**config.mk**
```make
export PLATFORM = sky130hd
export DESIGN_NAME = rtu_frame_receiver_checker_top
export DESIGN_NICKNAME = d
export VERILOG_FILES = /design/src/rtu_pkg.sv /design/src/rtu_crc16.sv /design/src/rtu_frame_receiver_checker_top.sv
export SDC_FILE = /design/constraint.sdc
export NUM_CORES = 1
export LEC_CHECK = 0
export ABC_AREA = 1
export BUFFER_PORTS_ARGS = -buffer_cell sky130_fd_sc_hd__buf_2
export CAP_MARGIN = 20
export CORE_MARGIN = 4
export CORE_UTILIZATION = 35
export DETAILED_ROUTE_END_ITERATION = 6
export HOLD_SLACK_MARGIN = 0.1
export PLACE_DENSITY = 0.53
export RECOVER_POWER = 25
export SLEW_MARGIN = 15
export SYNTH_ARGS = -nofsm -noshare
export SYNTH_HDL_FRONTEND = slang
export SYNTH_SLANG_ARGS = --single-unit
```
**constraint.sdc**
```tcl
create_clock -name i_clk -period 3.4 [get_ports i_clk]
set_clock_uncertainty 0.2 [all_clocks]
set_input_delay 0.68 -clock i_clk [delete_from_list [all_inputs] [get_ports i_clk]]
set_output_delay 0.68 -clock i_clk [all_outputs]
set_load 0.05 [all_outputs]
```
**src/rtu_pkg.sv**
```systemverilog
// Shared constants, types and helpers for the serial frame receiver.
package rtu_pkg;

    localparam int unsigned DEF_MAX_FRAME_BYTES = 256;
    localparam int unsigned DEF_MIN_FRAME_BYTES = 4;

    localparam int unsigned BYTE_W   = 8;
    localparam int unsigned CRC_W    = 16;
    localparam int unsigned LEN_W    = 9;
    localparam int unsigned REQ_W    = 2;
    localparam int unsigned VERD_W   = 3;
    localparam int unsigned OUT_W    = 32;

    localparam logic [CRC_W-1:0]  CRC_INIT = 16'hFFFF;
    localparam logic [CRC_W-1:0]  CRC_POLY = 16'hA001;
    localparam logic [BYTE_W-1:0] BCAST_ADDR    = 8'h00;
    localparam logic [BYTE_W-1:0] OWN_ADDR_RST  = 8'h01;

    localparam logic [BYTE_W-1:0] FC_RD_COILS    = 8'h01;
    localparam logic [BYTE_W-1:0] FC_RD_DISCRETE = 8'h02;
    localparam logic [BYTE_W-1:0] FC_RD_HOLDING  = 8'h03;
    localparam logic [BYTE_W-1:0] FC_RD_INPUT    = 8'h04;
    localparam logic [BYTE_W-1:0] FC_RD_WR_MULTI = 8'h17;

    typedef enum logic [REQ_W-1:0] {
        REQ_BYTE    = 2'd0,
        REQ_GAP     = 2'd1,
        REQ_SILENCE = 2'd2,
        REQ_NONE    = 2'd3
    } t_req;

    typedef enum logic [VERD_W-1:0] {
        V_ACCEPTED      = 3'd0,
        V_OVERFLOW      = 3'd1,
        V_TOO_SHORT     = 3'd2,
        V_ADDR_MISMATCH = 3'd3,
        V_CRC_ERROR     = 3'd4,
        V_BCAST_READ    = 3'd5
    } t_verdict;

    function automatic logic is_read_code(input logic [BYTE_W-1:0] fc);
        is_read_code = (fc == FC_RD_COILS) || (fc == FC_RD_DISCRETE) ||
                       (fc == FC_RD_HOLDING) || (fc == FC_RD_INPUT) ||
                       (fc == FC_RD_WR_MULTI);
    endfunction

endpackage

```
**src/rtu_crc16.sv**
```systemverilog
// One-byte CRC-16 update, reflected polynomial, eight bit steps.
module rtu_crc16 (
    input  logic [rtu_pkg::CRC_W-1:0]  i_crc,
    input  logic [rtu_pkg::BYTE_W-1:0] i_byte,
    output logic [rtu_pkg::CRC_W-1:0]  o_crc
);
    import rtu_pkg::*;

    always_comb begin
        logic [CRC_W-1:0] c;
        c = i_crc ^ {{(CRC_W-BYTE_W){1'b0}}, i_byte};
        for (int i = 0; i < BYTE_W; i++) begin
            if (c[0]) begin
                c = (c >> 1) ^ CRC_POLY;
            end else begin
                c = c >> 1;
            end
        end
        o_crc = c;
    end

endmodule

```
**src/rtu_frame_receiver_checker_top.sv**
```systemverilog
// Serial frame receiver: silence framing, length, address and CRC checks.
//
//  Channel   Ports              Contents (low bit first)
//  in        s_axis_*           tuser: req_type[1:0]; tdata: data_byte[7:0]
//  out       m_axis_*           tdata: verdict[2:0], frame_length[11:3],
//                               dest_address[19:12], function_code[27:20],
//                               is_broadcast[28], zero[31:29]
//  config    i_cfg_we/wdata     own_address[7:0]
//
//  One word per cycle unless held off; the verdict is registered from the silence word.
//  The CRC update feeds the frame state; the checks sit before the output register.
//  Synchronous active-low reset; own address resets to 1.
//  Input is held off only while a verdict waits and the output is stalled.
module rtu_frame_receiver_checker_top #(
    parameter int unsigned MAX_FRAME_BYTES = rtu_pkg::DEF_MAX_FRAME_BYTES,
    parameter int unsigned MIN_FRAME_BYTES = rtu_pkg::DEF_MIN_FRAME_BYTES
) (
    input  logic                          i_clk,
    input  logic                          i_rst_n,
    input  logic                          i_cfg_we,
    input  logic [rtu_pkg::BYTE_W-1:0]    i_cfg_wdata,
    input  logic                          s_axis_tvalid,
    output logic                          s_axis_tready,
    input  logic [rtu_pkg::BYTE_W-1:0]    s_axis_tdata,  // data_byte
    input  logic [rtu_pkg::REQ_W-1:0]     s_axis_tuser,  // req_type
    output logic                          m_axis_tvalid,
    input  logic                          m_axis_tready,
    output logic [rtu_pkg::OUT_W-1:0]     m_axis_tdata   // verdict, length, addr, fc, bcast
);
    import rtu_pkg::*;

    localparam int unsigned CNT_W = $clog2(MAX_FRAME_BYTES + 1);
    localparam logic [CNT_W-1:0] CNT_MAX = CNT_W'(MAX_FRAME_BYTES);
    localparam logic [CNT_W-1:0] CNT_MIN = CNT_W'(MIN_FRAME_BYTES);

    typedef enum logic [1:0] {
        S_IDLE = 2'd0,
        S_RX   = 2'd1,
        S_WAIT = 2'd2
    } t_mode;

    t_mode             r_mode, n_mode;
    logic [CNT_W-1:0]  r_cnt, n_cnt;
    logic              r_good, n_good;
    logic [CRC_W-1:0]  r_crc, n_crc;
    logic [BYTE_W-1:0] r_first, n_first;
    logic [BYTE_W-1:0] r_second, n_second;
    logic [BYTE_W-1:0] r_own;
    logic              r_out_valid, n_out_valid;
    logic [OUT_W-1:0]  r_out, n_out;

    logic              accept;
    t_req              req;
    logic [CNT_W-1:0]  b_cnt;
    logic [CRC_W-1:0]  b_crc;
    logic [CRC_W-1:0]  crc_upd;
    t_verdict          verdict;
    logic              bcast;

    assign s_axis_tready = !r_out_valid || m_axis_tready;
    assign accept        = s_axis_tvalid && s_axis_tready;
    assign req           = t_req'(s_axis_tuser);
    assign m_axis_tvalid = r_out_valid;
    assign m_axis_tdata  = r_out;

    assign b_cnt = (r_mode == S_IDLE) ? '0 : r_cnt;
    assign b_crc = (r_mode == S_IDLE) ? CRC_INIT : r_crc;

    rtu_crc16 u_crc (
        .i_crc  (b_crc),
        .i_byte (s_axis_tdata),
        .o_crc  (crc_upd)
    );

    assign bcast = (r_first == BCAST_ADDR);

    always_comb begin
        if (!r_good) begin
            verdict = V_OVERFLOW;
        end else if (r_cnt < CNT_MIN) begin
            verdict = V_TOO_SHORT;
        end else if (!bcast && (r_first != r_own)) begin
            verdict = V_ADDR_MISMATCH;
        end else if (r_crc != '0) begin
            verdict = V_CRC_ERROR;
        end else if (bcast && is_read_code(r_second)) begin
            verdict = V_BCAST_READ;
        end else begin
            verdict = V_ACCEPTED;
        end
    end

    always_comb begin
        n_mode      = r_mode;
        n_cnt       = r_cnt;
        n_good      = r_good;
        n_crc       = r_crc;
        n_first     = r_first;
        n_second    = r_second;
        n_out_valid = r_out_valid && !m_axis_tready;
        n_out       = r_out;
        if (accept) begin
            unique case (req)
                REQ_BYTE: begin
                    if (r_mode == S_IDLE || r_mode == S_RX) begin
                        if (r_mode == S_IDLE) begin
                            n_first  = '0;
                            n_second = '0;
                            n_good   = 1'b1;
                        end
                        n_mode = S_RX;
                        if (b_cnt < CNT_MAX) begin
                            if (b_cnt == CNT_W'(0)) begin
                                n_first = s_axis_tdata;
                            end else if (b_cnt == CNT_W'(1)) begin
                                n_second = s_axis_tdata;
                            end
                            n_crc = crc_upd;
                            n_cnt = b_cnt + CNT_W'(1);
                        end else begin
                            n_good = 1'b0;
                            n_mode = S_WAIT;
                        end
                    end
                end
                REQ_GAP: begin
                    if (r_mode == S_RX) begin
                        n_mode = S_WAIT;
                    end
                end
                REQ_SILENCE: begin
                    if (r_mode == S_WAIT) begin
                        n_mode      = S_IDLE;
                        n_out_valid = 1'b1;
                        n_out       = {3'b000, bcast, r_second, r_first,
                                       LEN_W'(r_cnt), verdict};
                    end
                end
                default: begin
                end
            endcase
        end
    end

    always_ff @(posedge i_clk) begin
        if (!i_rst_n) begin
            r_mode      <= S_IDLE;
            r_cnt       <= '0;
            r_good      <= 1'b1;
            r_crc       <= CRC_INIT;
            r_first     <= '0;
            r_second    <= '0;
            r_own       <= OWN_ADDR_RST;
            r_out_valid <= 1'b0;
        end else begin
            r_mode      <= n_mode;
            r_cnt       <= n_cnt;
            r_good      <= n_good;
            r_crc       <= n_crc;
            r_first     <= n_first;
            r_second    <= n_second;
            r_out_valid <= n_out_valid;
            if (i_cfg_we) begin
                r_own <= i_cfg_wdata;
            end
        end
    end

    always_ff @(posedge i_clk) begin
        r_out <= n_out;
    end

    a_cnt_bound: assert property (@(posedge i_clk) disable iff (!i_rst_n)
        r_cnt <= CNT_MAX)
        else $error("byte count beyond frame limit");

    a_silence_emits: assert property (@(posedge i_clk) disable iff (!i_rst_n)
        (accept && req == REQ_SILENCE && r_mode == S_WAIT)
        |=> (r_mode == S_IDLE && r_out_valid))
        else $error("silence in wait did not give a verdict");

    a_overflow_len: assert property (@(posedge i_clk) disable iff (!i_rst_n)
        (r_out_valid && r_out[VERD_W-1:0] == V_OVERFLOW)
        |-> (r_out[VERD_W +: LEN_W] == LEN_W'(MAX_FRAME_BYTES)))
        else $error("overflow verdict without a full frame");

    a_accept_len: assert property (@(posedge i_clk) disable iff (!i_rst_n)
        (r_out_valid && r_out[VERD_W-1:0] == V_ACCEPTED)
        |-> (r_out[VERD_W +: LEN_W] >= LEN_W'(MIN_FRAME_BYTES)))
        else $error("short frame accepted");

endmodule

```
After elaboration in Yosys (flattened, before gate mapping):

Cells that the tools add are included.

* bits of input ports: 23
* register bits: 82
* logic and storage cells: 95

* $add $sub $neg: 1
* magnitude comparators: 2
* equal/unequal tests: 15
* reductions and logical operators: 25
* multiplexer cells: 31
* bitwise gates (word level): 10

Operators with widths (count)
* $mux 16: 9
* $mux 8: 7
* $not 2->3: 8
* $eq 8x2->1 const B: 2
* $reduce_bool 16->1: 1
* $xor 16x8->16: 1
* $mux 2: 6
* $add 9x1->9 const B: 1
* $eq 9x1->1 const B: 1
* $logic_not 9->1: 1
* $lt 9x3->1 const B: 1
* $lt 9x9->1 const B: 1
* $mux 9: 1
* $eq 8x1->1 const B: 1
* $eq 8x3->1 const B: 1
* $eq 8x5->1 const B: 1
* $logic_not 8->1: 1
* $ne 2x2->1 const B: 4
* $ne 8x8->1: 1
* $reduce_and 4->1: 2
* $logic_or 1x1->1: 6
* $mux 3: 2
* $pmux 2 s3: 1
* $reduce_and 3->1: 2
* 10 further kinds: 22

Depth between registers and ports, before layout:

* depth after elaboration: 19
* depth in mapped cells: 18
* mapped depth without buffers: 18

By module:

A second synthesis with hierarchy kept.

* cell total of the unflattened synthesis: 497
* area total of the unflattened synthesis: 4171.5 um^2

By module, submodules not included
* rtu_frame_receiver_checker_top: area an instance 3726.1 um^2, seq. area each 1931.9 um^2, times used 1, cells an instance 432
* rtu_crc16: area an instance 445.4 um^2, seq. area each 0.0 um^2, times used 1, cells an instance 65

Worst setup path before layout:

Ideal clock, no wire load.

* path type: input to register
* start point: in m_axis_tready
* end point: reg r_out[0], in the netlist m_axis_tdata[0] (enable)
* arrival time: 2.544 ns
* path buffers: 0
* required time: 2.783 ns
* slack: 0.240 ns
* setup time: 0.417 ns
* stages: 6
* path through: nor2_1 > inv_1 > nand2_1 > inv_1 > nand2_1 > nor2_1

* word-level cells in the longest chain between the ends: 3

Ends and longest elaborated chain
* start, declared: RTL line rtu_frame_receiver_checker_top.sv:27 `input logic m_axis_tready,`
* $logic_or 1x1->1: RTL line rtu_frame_receiver_checker_top.sv:60 `assign s_axis_tready = !r_out_valid || m_axis_tready;`
* named net s_axis_tready: RTL line rtu_frame_receiver_checker_top.sv:23 `output logic s_axis_tready,`
* $logic_and 1x1->1: RTL line rtu_frame_receiver_checker_top.sv:61 `assign accept = s_axis_tvalid && s_axis_tready;`
* $reduce_and 3->1 (no line)
* end signal, assigned: RTL line rtu_frame_receiver_checker_top.sv:170 `r_out <= n_out;`
* end, declared: RTL line rtu_frame_receiver_checker_top.sv:50 `logic [OUT_W-1:0] r_out, n_out;`

The timed path passes the listed nets, and every way through them passes these cells.
A chain may end at the register's enable or synchronous reset.

Worst setup path in the final report:

* start point: in s_axis_tuser[0] (netlist name)
* end point: reg r_crc[6]

* word-level cells in the longest chain between the ends: 2

Ends and longest elaborated chain
* start, declared: RTL line rtu_frame_receiver_checker_top.sv:25 `input logic [rtu_pkg::REQ_W-1:0] s_axis_tuser,`
* $logic_not 2->1: RTL line rtu_frame_receiver_checker_top.sv:103 `unique case (req)`
* $reduce_and 4->1 (no line)
* end signal, assigned: RTL line rtu_frame_receiver_checker_top.sv:159 `r_crc <= n_crc;`
* end, declared: RTL line rtu_frame_receiver_checker_top.sv:45 `logic [CRC_W-1:0] r_crc, n_crc;`

Every way passes these cells.

==> metrics.txt <==
Clock Sink Count 82; Synth async-reset ratio 0%; area grow syn2layout 18.1%; Post-CTS Hold Buffers 0; number of enable flip-flop cells after synthesis 29; vias in the first global route around 3.1k; sequential share of the synthesized area about half; largest net degree at the start of global routing 33; fmax 373 MHz; Yosys cell types between 40 and 50; Slew Viols, Final 0; # nets final between 500 and 600; ys flop type dfxtp_1; Rel. slew slack a little under a third; HP Class reg2reg; total negative slack 0 ns; most common library cell in the layout ignoring fill and taps nand3_1; most frequent cells in the layout nand3_1, dfxtp_1, nand2_1, buf_2, inv_1; Post-Syn Area between 3000 and 4000 µm²; syn avg cell area a little under 9 µm²; CP Max Fanout 21; first-pass GRT wire length 15,200 µm; Antenna Cells 0; startpoint types primary input; drt initial violations approximately 190; I/O pin count 57; CTS H-tree depth 3; Root Driver clkbuf_16; drt drc 0; Leak roughly 1.9 nW; post-route ant nets 0; Initial Utilization between 30% and 40%; Slew @ Worst Pin just over 1 ns; Simple-Gate Fraction of Synth Area between 20 and 30%; PD cells 499 nW/µm²; peak supply drop roughly 0.00023 V; worst skew pair latency 0.33 ns; gpl congestion slightly above 0.8; status complete, no violations; Synth Area in Adders approximately 2.2%; All-Layer GR Usage 14.6%; Compound-Gate Fraction of Synth Area between 10% and 20%; Post-CTS Setup Inserts 0; mux cell area share after synthesis 0%; die height about 110 µm; CP arrival between 2 and 3 ns; RSZ-0062 raised after global routing no; CTS resizes 0; CTS tree built; initial antenna violation count 0; share of post-route cells with drive strength above 1 a little over a fifth; CTS clk-pin slew, worst paths roughly 0.060 ns; Max-Cap Viols 0; Max clock buf depth 2; die width 114 µm; Via density around 4.9; vias post-DR between 3k and 4k; gr ovfl total 0; Hold Fails Final Rpt 0; Period minus WS final 2.68 ns; post-route clock period utilization between 70 and 80%; DIE AREA 13,100 µm²; drt first pass iters 4; Syn Inst Count between 400 and 500; WL/cell 14.3 µm; Placeable Area ~11,000 µm²; Ys Warns 0; Post-DP HPWL just under 7000 µm; TritonCTS buffer count 9; Buffers on Ports 53; drt total wl approximately 9300 µm; CP Capture Type register; Synth Area in XOR/XNOR about 4.4%; Setup CP Type in2reg; Final Util 42.8%; Critical Path RT roughly 3.4 ns; Synth Register Bits 82; Final setup violation count 0; Core Rows 38; largest family of logic cells by synthesized area simple AND/OR/NAND/NOR gates
## flip-flops by register name, indices dropped and copies added, names as in the netlist
name and count:
r_second 8, r_mode 2, r_first 8, r_crc 16
m_axis_tdata 29, r_own 8, r_good 1, m_axis_tvalid 1
r_cnt 9
## final timing paths
kind	from	end	slack, ns	depth (start not counted)
worst max register to register	m_axis_tvalid	r_crc[6]	0.84	10
worst min register to register	r_cnt[1]	m_axis_tdata[4]	0.25	0
worst max-delay path	s_axis_tuser[0]	r_crc[6]	0.72	8
worst min-delay path	r_cnt[1]	m_axis_tdata[4]	0.25	0
## power breakdown
| group | internal, mW | switching, mW | leakage [nW] | total (mW) |
|---|---|---|---|---|
| combinational | 0.0866 | 0.181 | 1.06 | 0.268 |
| sequential | 1.04 | 0.0229 | 0.699 | 1.06 |
| clock | 0.598 | 0.406 | 0.147 | 1.00 |
## synthesized netlist by cell type, types with 6 or more instances
cell type / number / area [µm²]
xor2_1: 6 / 52.6
dfxtp_1: 53 / 1060
nand4_1: 6 / 37.5
clkbuf_1: 10 / 37.5
nor4_1: 8 / 50.1
edfxtp_1: 29 / 871
nand2_1: 52 / 195
nor2_1: 37 / 139
ha_1: 7 / 87.6
inv_1: 42 / 158
nand3_1: 55 / 275
o21ai_0: 39 / 195
nand2_2: 8 / 50.1
xnor2_1: 9 / 78.8
nand2_4: 7 / 78.8
a21oi_1: 36 / 180
## area by class of cell
type                       instances  area (µm²)
clock inverter                     6        73.8
inverter                          50         190
clock buffer                      10         239
fill                            1120        6260
timing repair buffer              58         302
multi-input combinational        309        1770
sequential                        82        1930
tap                              140         175
## cells by family after synthesis
group	count (synthesis)
and+or+nand+nor	195
DFF	82
buffers and inverters	66
adders and majority gates	7
AOI/OAI and AO/OA	87
xor gates and xnor gates	17
other	1
## per-layer routing
metal	up-vias	global-route usage, %	wire length [µm]
met5	-	0	0
met4	0	3.64	82
met3	8	3.28	484
met2	76	23.9	4380
met1	1504	19.6	4400
li1	1648	-	-
## worst max-delay path, stage by stage
cell and delay, ns:
buf_2 0.11, inv_1 0.07, ha_1 0.16, nand3_1 0.36
nor2_2 0.50, inv_1 0.44, a21oi_1 0.24, o31ai_1 0.10
## through the flow
stage	instances	total power, mW	setup slack (ns)	hold WS (ns)	instance area (µm²)
detailed placement	639	1.35	0.368	0.235	4370
CTS	655	2.35	0.745	0.262	4680
global route	655	2.43	0.517	0.279	4680
floorplan	457	1.28	0.240	0.208	3970
global placement	639	1.35	0.494	0.245	4370
finish	655	2.33	0.719	0.253	4680
Power figures use the tool's default switching activity.
